[src/mexp_pkg.sv]
// Shared types for the modular exponentiation core.
`timescale 1ns / 1ps

package mexp_pkg;

    typedef enum logic [1:0] {
        S_IDLE,
        S_REDUCE,
        S_MUL_START,
        S_MUL
    } t_state;

    // Register index within the configuration space.
    localparam logic REG_MODULUS = 1'b0;

endpackage

[src/modular_exponentiation_core.sv]
// Top level of the modular exponentiation core: control, registers, APB port.
`timescale 1ns / 1ps

// Computes base**exponent mod modulus for a signed WIDTH-bit base and an
// unsigned WIDTH-bit exponent, with the result in 0 .. modulus-1. An item is
// taken when start is high while busy is low; busy then stays high until the
// result appears on o_power_mod for exactly one cycle with o_valid high, and
// the receiver must take it in that cycle. Every item takes the same time:
// the base is first reduced one bit per cycle, then every one of the WIDTH
// exponent bits costs one pass of the bit-serial multiplier. The multiplier
// forms the multiply and the square of a step side by side, so that pass sets
// the rate. The modulus is written over APB at byte address 0 (64-bit data);
// the user must write it only while busy is low, as the core does not enforce
// this. A modulus of zero makes every result zero.
module modular_exponentiation_core
    import mexp_pkg::*;
#(
    parameter int WIDTH = 64
) (
    input  logic             i_clk,
    input  logic             i_rst_n,

    input  logic             start,
    output logic             busy,
    input  logic [WIDTH-1:0] i_base,
    input  logic [WIDTH-1:0] i_exponent,

    output logic             o_valid,
    output logic [WIDTH-2:0] o_power_mod,

    input  logic             psel,
    input  logic             penable,
    input  logic             pwrite,
    input  logic [3:0]       paddr,
    input  logic [63:0]      pwdata,
    output logic [63:0]      prdata,
    output logic             pready
);

    localparam int CW = $clog2(WIDTH);
    localparam logic [CW-1:0] LAST_BIT = CW'(WIDTH - 1);

    t_state           r_state;
    t_state           n_state;
    logic [WIDTH-2:0] r_modulus;
    logic [WIDTH-1:0] r_exp;
    logic [WIDTH-1:0] n_exp;
    logic [WIDTH-2:0] r_acc;
    logic [WIDTH-2:0] n_acc;
    logic [WIDTH-2:0] r_sq;
    logic [WIDTH-2:0] n_sq;
    logic             r_neg;
    logic             n_neg;
    logic [CW-1:0]    r_bitcnt;
    logic [CW-1:0]    n_bitcnt;
    logic             r_valid;
    logic             n_valid;
    logic [WIDTH-2:0] r_result;
    logic [WIDTH-2:0] n_result;

    logic             s_red_load;
    logic [WIDTH-1:0] s_red_value;
    logic             s_red_done;
    logic [WIDTH-2:0] s_red_rem;
    logic             s_mul_load;
    logic             s_mul_done;
    logic [WIDTH-2:0] s_prod_acc;
    logic [WIDTH-2:0] s_prod_sq;
    logic             s_accept;
    logic             s_cfg_wr;

    // Configuration port.
    assign pready   = 1'b1;
    assign s_cfg_wr = psel && penable && pwrite && (paddr[3] == REG_MODULUS);
    assign prdata   = (paddr[3] == REG_MODULUS) ? 64'(r_modulus) : 64'd0;

    always_ff @(posedge i_clk) begin
        if (!i_rst_n) begin
            r_modulus <= (WIDTH-1)'(2);
        end else if (s_cfg_wr) begin
            r_modulus <= pwdata[WIDTH-2:0];
        end
    end

    assign busy     = (r_state != S_IDLE);
    assign s_accept = start && !busy;

    // A negative base is reduced through its magnitude and mirrored below.
    assign s_red_value = i_base[WIDTH-1] ? (~i_base + 1'b1) : i_base;

    mexp_reduce #(
        .WIDTH(WIDTH)
    ) u_reduce (
        .i_clk    (i_clk),
        .i_rst_n  (i_rst_n),
        .i_load   (s_red_load),
        .i_value  (s_red_value),
        .i_modulus(r_modulus),
        .o_done   (s_red_done),
        .o_rem    (s_red_rem)
    );

    mexp_mulmod #(
        .WIDTH(WIDTH)
    ) u_mulmod (
        .i_clk     (i_clk),
        .i_rst_n   (i_rst_n),
        .i_load    (s_mul_load),
        .i_acc     (r_acc),
        .i_sq      (r_sq),
        .i_modulus (r_modulus),
        .o_done    (s_mul_done),
        .o_prod_acc(s_prod_acc),
        .o_prod_sq (s_prod_sq)
    );

    always_comb begin
        n_state    = r_state;
        n_exp      = r_exp;
        n_acc      = r_acc;
        n_sq       = r_sq;
        n_neg      = r_neg;
        n_bitcnt   = r_bitcnt;
        n_valid    = 1'b0;
        n_result   = r_result;
        s_red_load = 1'b0;
        s_mul_load = 1'b0;

        case (r_state)
            S_IDLE: begin
                if (s_accept) begin
                    n_exp      = i_exponent;
                    n_neg      = i_base[WIDTH-1];
                    s_red_load = 1'b1;
                    n_state    = S_REDUCE;
                end
            end
            S_REDUCE: begin
                if (s_red_done) begin
                    if (r_neg && (s_red_rem != '0)) begin
                        n_sq = r_modulus - s_red_rem;
                    end else begin
                        n_sq = s_red_rem;
                    end
                    // One reduced modulo the modulus; zero when the modulus is one.
                    n_acc    = (r_modulus == (WIDTH-1)'(1)) ? '0 : (WIDTH-1)'(1);
                    n_bitcnt = '0;
                    n_state  = S_MUL_START;
                end
            end
            S_MUL_START: begin
                s_mul_load = 1'b1;
                n_state    = S_MUL;
            end
            S_MUL: begin
                if (s_mul_done) begin
                    if (r_exp[0]) begin
                        n_acc = s_prod_acc;
                    end
                    n_sq     = s_prod_sq;
                    n_exp    = {1'b0, r_exp[WIDTH-1:1]};
                    n_bitcnt = r_bitcnt + 1'b1;
                    if (r_bitcnt == LAST_BIT) begin
                        n_valid = 1'b1;
                        if (r_modulus == '0) begin
                            n_result = '0;
                        end else if (r_exp[0]) begin
                            n_result = s_prod_acc;
                        end else begin
                            n_result = r_acc;
                        end
                        n_state = S_IDLE;
                    end else begin
                        n_state = S_MUL_START;
                    end
                end
            end
            default: begin
                n_state = S_IDLE;
            end
        endcase
    end

    always_ff @(posedge i_clk) begin
        if (!i_rst_n) begin
            r_state  <= S_IDLE;
            r_valid  <= 1'b0;
            r_bitcnt <= '0;
        end else begin
            r_state  <= n_state;
            r_valid  <= n_valid;
            r_bitcnt <= n_bitcnt;
        end
    end

    always_ff @(posedge i_clk) begin
        r_exp    <= n_exp;
        r_acc    <= n_acc;
        r_sq     <= n_sq;
        r_neg    <= n_neg;
        r_result <= n_result;
    end

    assign o_valid     = r_valid;
    assign o_power_mod = r_result;

endmodule

[src/mexp_reduce.sv]
// Bit-serial reduction of a word modulo the configured modulus.
`timescale 1ns / 1ps

module mexp_reduce #(
    parameter int WIDTH = 64
) (
    input  logic             i_clk,
    input  logic             i_rst_n,
    input  logic             i_load,
    input  logic [WIDTH-1:0] i_value,
    input  logic [WIDTH-2:0] i_modulus,
    output logic             o_done,
    output logic [WIDTH-2:0] o_rem
);

    localparam int CW = $clog2(WIDTH);
    localparam logic [CW-1:0] LAST_STEP = CW'(WIDTH - 1);

    logic             r_run;
    logic             r_done;
    logic [CW-1:0]    r_cnt;
    logic [WIDTH-1:0] r_val;
    logic [WIDTH-2:0] r_rem;

    logic [WIDTH-1:0] s_shift;
    logic [WIDTH-1:0] s_diff;
    logic [WIDTH-2:0] n_rem;

    // One quotient bit per cycle, most significant bit of the value first.
    always_comb begin
        s_shift = {r_rem, r_val[WIDTH-1]};
        s_diff  = s_shift - {1'b0, i_modulus};
        if (s_shift >= {1'b0, i_modulus}) begin
            n_rem = s_diff[WIDTH-2:0];
        end else begin
            n_rem = s_shift[WIDTH-2:0];
        end
    end

    always_ff @(posedge i_clk) begin
        if (!i_rst_n) begin
            r_run  <= 1'b0;
            r_done <= 1'b0;
            r_cnt  <= '0;
        end else begin
            r_done <= 1'b0;
            if (i_load) begin
                r_run <= 1'b1;
                r_cnt <= '0;
            end else if (r_run) begin
                r_cnt <= r_cnt + 1'b1;
                if (r_cnt == LAST_STEP) begin
                    r_run  <= 1'b0;
                    r_done <= 1'b1;
                end
            end
        end
    end

    always_ff @(posedge i_clk) begin
        if (i_load) begin
            r_val <= i_value;
            r_rem <= '0;
        end else if (r_run) begin
            r_val <= {r_val[WIDTH-2:0], 1'b0};
            r_rem <= n_rem;
        end
    end

    assign o_done = r_done;
    assign o_rem  = r_rem;

endmodule

[src/mexp_mulmod.sv]
// Dual bit-serial modular multiplier: forms a*s and s*s mod m together.
`timescale 1ns / 1ps

module mexp_mulmod #(
    parameter int WIDTH = 64
) (
    input  logic             i_clk,
    input  logic             i_rst_n,
    input  logic             i_load,
    input  logic [WIDTH-2:0] i_acc,
    input  logic [WIDTH-2:0] i_sq,
    input  logic [WIDTH-2:0] i_modulus,
    output logic             o_done,
    output logic [WIDTH-2:0] o_prod_acc,
    output logic [WIDTH-2:0] o_prod_sq
);

    localparam int CW = $clog2(WIDTH);
    localparam logic [CW-1:0] LAST_STEP = CW'(WIDTH - 2);

    logic             r_run;
    logic             r_done;
    logic [CW-1:0]    r_cnt;
    logic [WIDTH-2:0] r_addend;
    logic [WIDTH-2:0] r_mul_acc;
    logic [WIDTH-2:0] r_mul_sq;
    logic [WIDTH-2:0] r_pa;
    logic [WIDTH-2:0] r_ps;

    logic [WIDTH-1:0] s_mod;
    logic [WIDTH-1:0] s_sum_a;
    logic [WIDTH-1:0] s_sum_s;
    logic [WIDTH-1:0] s_dbl;
    logic [WIDTH-2:0] n_pa;
    logic [WIDTH-2:0] n_ps;
    logic [WIDTH-2:0] n_addend;

    // Both products share the addend s * 2^k mod m; each multiplier bit,
    // least significant first, decides whether the addend joins its sum.
    // A difference below the modulus always fits the narrower width.
    always_comb begin
        s_mod   = {1'b0, i_modulus};
        s_sum_a = {1'b0, r_pa} + {1'b0, r_addend};
        s_sum_s = {1'b0, r_ps} + {1'b0, r_addend};
        s_dbl   = {r_addend, 1'b0};

        n_pa = r_pa;
        if (r_mul_acc[0]) begin
            if (s_sum_a >= s_mod) begin
                n_pa = s_sum_a[WIDTH-2:0] - s_mod[WIDTH-2:0];
            end else begin
                n_pa = s_sum_a[WIDTH-2:0];
            end
        end

        n_ps = r_ps;
        if (r_mul_sq[0]) begin
            if (s_sum_s >= s_mod) begin
                n_ps = s_sum_s[WIDTH-2:0] - s_mod[WIDTH-2:0];
            end else begin
                n_ps = s_sum_s[WIDTH-2:0];
            end
        end

        if (s_dbl >= s_mod) begin
            n_addend = s_dbl[WIDTH-2:0] - s_mod[WIDTH-2:0];
        end else begin
            n_addend = s_dbl[WIDTH-2:0];
        end
    end

    always_ff @(posedge i_clk) begin
        if (!i_rst_n) begin
            r_run  <= 1'b0;
            r_done <= 1'b0;
            r_cnt  <= '0;
        end else begin
            r_done <= 1'b0;
            if (i_load) begin
                r_run <= 1'b1;
                r_cnt <= '0;
            end else if (r_run) begin
                r_cnt <= r_cnt + 1'b1;
                if (r_cnt == LAST_STEP) begin
                    r_run  <= 1'b0;
                    r_done <= 1'b1;
                end
            end
        end
    end

    always_ff @(posedge i_clk) begin
        if (i_load) begin
            r_addend  <= i_sq;
            r_mul_acc <= i_acc;
            r_mul_sq  <= i_sq;
            r_pa      <= '0;
            r_ps      <= '0;
        end else if (r_run) begin
            r_addend  <= n_addend;
            r_mul_acc <= {1'b0, r_mul_acc[WIDTH-2:1]};
            r_mul_sq  <= {1'b0, r_mul_sq[WIDTH-2:1]};
            r_pa      <= n_pa;
            r_ps      <= n_ps;
        end
    end

    assign o_done     = r_done;
    assign o_prod_acc = r_pa;
    assign o_prod_sq  = r_ps;

endmodule
[config.mk]
export PLATFORM = sky130hd
export DESIGN_NAME = modular_exponentiation_core
export DESIGN_NICKNAME = d
export VERILOG_FILES = /design/src/mexp_pkg.sv /design/src/modular_exponentiation_core.sv /design/src/mexp_reduce.sv /design/src/mexp_mulmod.sv
export SDC_FILE = /design/constraint.sdc
export NUM_CORES = 2
export LEC_CHECK = 0
export BUFFER_PORTS_ARGS = -buffer_cell sky130_fd_sc_hd__buf_4
export CAP_MARGIN = 10
export CORE_ASPECT_RATIO = 2
export CORE_MARGIN = 3
export CORE_UTILIZATION = 45
export DETAILED_ROUTE_END_ITERATION = 10
export PLACE_DENSITY = 0.67
export SKIP_CTS_REPAIR_TIMING = 1
export SKIP_LAST_GASP = 1
export SLEW_MARGIN = 40
export SYNTH_ARGS = -nofsm -noshare
export SYNTH_HDL_FRONTEND = slang
export SYNTH_SLANG_ARGS = --single-unit
[constraint.sdc]
create_clock -name i_clk -period 10.15 [get_ports i_clk]
set_clock_uncertainty 0.1 [all_clocks]
set_input_delay 1.5225 -clock i_clk [delete_from_list [all_inputs] [get_ports i_clk]]
set_output_delay 1.5225 -clock i_clk [all_outputs]
set_load 0.02 [all_outputs]
==> impl_metrics.env <==
export IMPL_grt_overflow=0
export IMPL_p_seq_share_pct=25.2
export IMPL_max_slew_worst_pin_slew_ps=835.3
export IMPL_netlist_top_cells_area="edfxtp_1 (25%), ha_1 (9.2%), dfxtp_1 (9.1%), nand2_1 (8.6%), a21oi_1 (5.5%)"
export IMPL_synthCells=7571
export IMPL_critPathCaptureType="flop"
export IMPL_wl_per_cell_um=23.14
export IMPL_hold_depth=2
export IMPL_grt_met1_usage_pct=32.87
export IMPL_grt_usage_pct=30.32
export IMPL_yosysMostFrequentCell="nand2_1"
export IMPL_cts_buffers=79
export IMPL_clock_latency_ps=710
export IMPL_drtIter0Drc=3755
export IMPL_synth_nets=8225
export IMPL_critPathMaxFanout=78
export IMPL_synthDistinctLibCells=104
export IMPL_grt_pass1_wl_um=327200
export IMPL_regArea_mm2=0.02077
export IMPL_gp_congestion=0.9658
export IMPL_clock_power_share_pct=19.4
export IMPL_antenna_found_initial=8
export IMPL_use_met2_pct=54.87
export IMPL_critPathKind="flop to flop"
export IMPL_drtAntennaViolNets=0
export IMPL_drt_pre_antenna_iters=8
export IMPL_vias_per_cell=5.961
export IMPL_cts_tree="built"
export IMPL_clock_path_buffers=3
export IMPL_clock_sinks=784
export IMPL_cts_root_buffer="clkbuf_16"
export IMPL_yosysTopAreaCell="edfxtp_1"
export IMPL_num_fill_cells=13200
export IMPL_slew_headroom_pct=43.80
export IMPL_fin_nets=8294
export IMPL_rsz0062_at_grt="false"
export IMPL_status="complete, no violations"
export IMPL_design_die_area_mm2=0.1399
export IMPL_area_growth_pct=10.73
export IMPL_initial_utilization_pct=45.38
export IMPL_globalRouteMet3Util_pct=2.597
export IMPL_fmax_mhz=131.4
export IMPL_vias=56290
export IMPL_irDropWorstVdd_v=0.0001662
export IMPL_r2r_slack_ps=2540
export IMPL_multi_input_area_mm2=0.03764
export IMPL_die_h_um=526.0
export IMPL_whs_endpoint="u_mulmod.o_prod_sq[21]$_SDFFE_PP0P_"
export IMPL_synth_top_area_share_pct=25.02
export IMPL_p_leak_nw=27.43
export IMPL_hold_violations=0
export IMPL_synth_top_cells_by_count="nand2_1 (1389), nor2_1 (713), a21oi_1 (671), edfxtp_1 (507), o21ai_0 (470)"
export IMPL_p_sw_w=0.007310
export IMPL_drc=0
export IMPL_min_delay_start="u_mulmod.o_prod_sq[21]$_SDFFE_PP0P_"
export IMPL_netlist_area_mm2=0.06085
export IMPL_dp_hpwl_um=175500
export IMPL_ys_seq_area_share_pct=34.13
export IMPL_htreeDepth=3
export IMPL_p_int_w=0.008811
export IMPL_avgSynthCellArea_um2=8.037
export IMPL_numPortBuffers=325
export IMPL_synth_edf_count=507
export IMPL_finalMaxSlewViolations=0
export IMPL_grt_start_max_net_pins=123
export IMPL_dpl_cell_area_mm2=0.06462
export IMPL_r2r_cells=26
export IMPL_period_needed_ps=7610
export IMPL_period_share_pct=74.98
export IMPL_reg2reg_from="u_mulmod.r_addend[0]$_DFFE_PP_"
export IMPL_ys_flop_type="edfxtp_1"
export IMPL_cp_required_ps=10630
export IMPL_dieWidth_um=266.0
export IMPL_p_per_area_mw_per_mm2=239.3
export IMPL_regToRegEndpoint="u_mulmod.o_prod_sq[2]$_SDFFE_PP0P_"
export IMPL_fin_setup_tns_ps=0
export IMPL_rows=190
export IMPL_p_comb_share_pct=55.4
export IMPL_async_flop_share_pct=0
export IMPL_drv_cap=0
export IMPL_core_mm2=0.1341
export IMPL_busiest_layer="met2"
export IMPL_io_pins=332
export IMPL_design_area_mm2=0.06738
export IMPL_synth_seq_cells=784
export IMPL_drive_above_1_share_pct=8.215
export IMPL_min_path_type="flop to flop"
export IMPL_critPathArrivalTime_ps=8090
export IMPL_setup_violations=0
export IMPL_start_kind="flop"
export IMPL_first_global_vias=56170
export IMPL_ys_warn_count=0
export IMPL_routed_wl_um=218600
export IMPL_clkTransAtPathRegs_ps=70
export IMPL_switching_share_pct=45.34
-- critical path: stages (launching register included) --
cell,delay (ps)
edfxtp_1,510
ha_1,280
fa_1,430
a211oi_1,250
nor2_1,120
o211a_1,270
a21o_1,260
a31oi_1,200
buf_4,180
a211oi_1,120
o21ai_0,490
o211ai_1,340
a221oi_1,410
xnor2_1,170
ha_1,250
a21o_1,190
a211oi_1,320
o21ai_0,140
a2111oi_0,570
nor3b_1,250
a22oi_1,90
buf_4,250
nor2_4,390
buf_12,320
mux2i_1,240
nor2_1,50
o21a_1,170
-- through the flow --
| step | setup slack (ps) | total power [W] | util (%) | cells | hold WS, ps |
|---|---|---|---|---|---|
| 4_1_cts | 2436 | 0.01606 | 50.21 | 9432 | 381.2 |
| 3_5_place_dp | 2477 | 0.01288 | 48.20 | 9286 | 373.1 |
| 6_report | 2540 | 0.01612 | 50.25 | 9443 | 378.9 |
| 5_1_grt | 2057 | 0.01720 | 50.25 | 9441 | 411.3 |
| 3_3_place_gp | 2554 | 0.01283 | 48.11 | 9285 | 363.6 |
| 2_1_floorplan | 2222 | 0.01056 | - | 7571 | 348.9 |
-- registers in the layout (all words and copies together), names as in the netlist, 2 cells and up --
| register | cells |
|---|---|
| u_reduce.o_rem | 63 |
| u_mulmod.o_prod_acc | 63 |
| u_mulmod.r_addend | 63 |
| o_power_mod | 63 |
| r_acc | 63 |
| u_mulmod.o_prod_sq | 63 |
| u_reduce.r_val | 64 |
| u_mulmod.r_mul_acc | 63 |
| r_exp | 64 |
| u_mulmod.r_mul_sq | 63 |
| r_modulus | 63 |
| u_reduce.r_cnt | 6 |
| r_bitcnt | 6 |
| u_mulmod.r_cnt | 6 |
| r_sq | 63 |
| r_state | 2 |
-- cell families (layout without fill, tap and decap cells) --
group	after synthesis	count (layout)	synth area share, %
flip-flops	784	784	34.13
buffers and inverters	676	810	4.355
XOR/XNOR	443	443	6.376
AO/OA/AOI/OAI	2289	2289	23.94
multiplexers	97	97	1.596
AND/OR/NAND/NOR	2828	2828	20.21
other	2	12	0.01234
adder cells (fa/ha/maj)	452	452	9.381
-- worst max-delay path by stage --
| stage | start | endpoint | slack (ps) |
|---|---|---|---|
| global placement | u_mulmod.r_addend[0]$_DFFE_PP_ | u_mulmod.o_prod_sq[2]$_SDFFE_PP0P_ | 2550 |
| global route | u_mulmod.r_addend[0]$_DFFE_PP_ | u_mulmod.o_prod_sq[7]$_SDFFE_PP0P_ | 2060 |
| finish | u_mulmod.r_addend[0]$_DFFE_PP_ | u_mulmod.o_prod_sq[2]$_SDFFE_PP0P_ | 2540 |
| detailed placement | u_mulmod.r_addend[0]$_DFFE_PP_ | u_mulmod.o_prod_sq[2]$_SDFFE_PP0P_ | 2480 |
| CTS | u_mulmod.r_addend[0]$_DFFE_PP_ | u_mulmod.o_prod_sq[2]$_SDFFE_PP0P_ | 2440 |
| floorplan | r_state[1]$_SDFFE_PN0P_ | r_bitcnt[5]$_SDFFE_PN0P_ | 2220 |
-- power by group through the flow --
stage	Clock (W)	Combinational, W	Sequential, W
global route	0.00331	0.00979	0.00409
CTS	0.00320	0.00881	0.00405
floorplan	0	0.00662	0.00395
finish	0.00313	0.00893	0.00406
detailed placement	0	0.00876	0.00412
global placement	0	0.00871	0.00412
-- area by class of cell --
type / count / area share, %
Clock buffer: 111 / 3.417
Multi-Input combinational cell: 6111 / 55.86
Inverter: 261 / 1.454
Tap cell: 1728 / 3.209
Timing Repair Buffer: 403 / 4.605
Clock inverter: 35 / 0.5868
Sequential cell: 784 / 30.83
Antenna cell: 10 / 0.03714
-- cells in the final DEF, fill, tap and decap left out, types with 114 or more instances in the layout --
| cell | instances |
|---|---|
| nand2_1 | 1383 |
| nor2_1 | 712 |
| a21oi_1 | 671 |
| edfxtp_1 | 507 |
| o21ai_0 | 469 |
| ha_1 | 445 |
| buf_4 | 394 |
| dfxtp_1 | 275 |
| inv_1 | 259 |
| a21o_1 | 245 |
| xor2_1 | 224 |
| xnor2_1 | 219 |
| a211oi_1 | 126 |
| a31oi_1 | 124 |
| nand3_1 | 117 |
| nand4_1 | 114 |
| nor3_1 | 114 |
-- metal layers --
| metal | routed length [um] | share of wire, % |
|---|---|---|
| met4 | 18600 | 8.5 |
| met3 | 8055 | 3.7 |
| met1 | 82130 | 38 |
| met2 | 109800 | 50 |
| met5 | 0 | 0 |
Note: power is estimated with default switching activity, not from simulation.
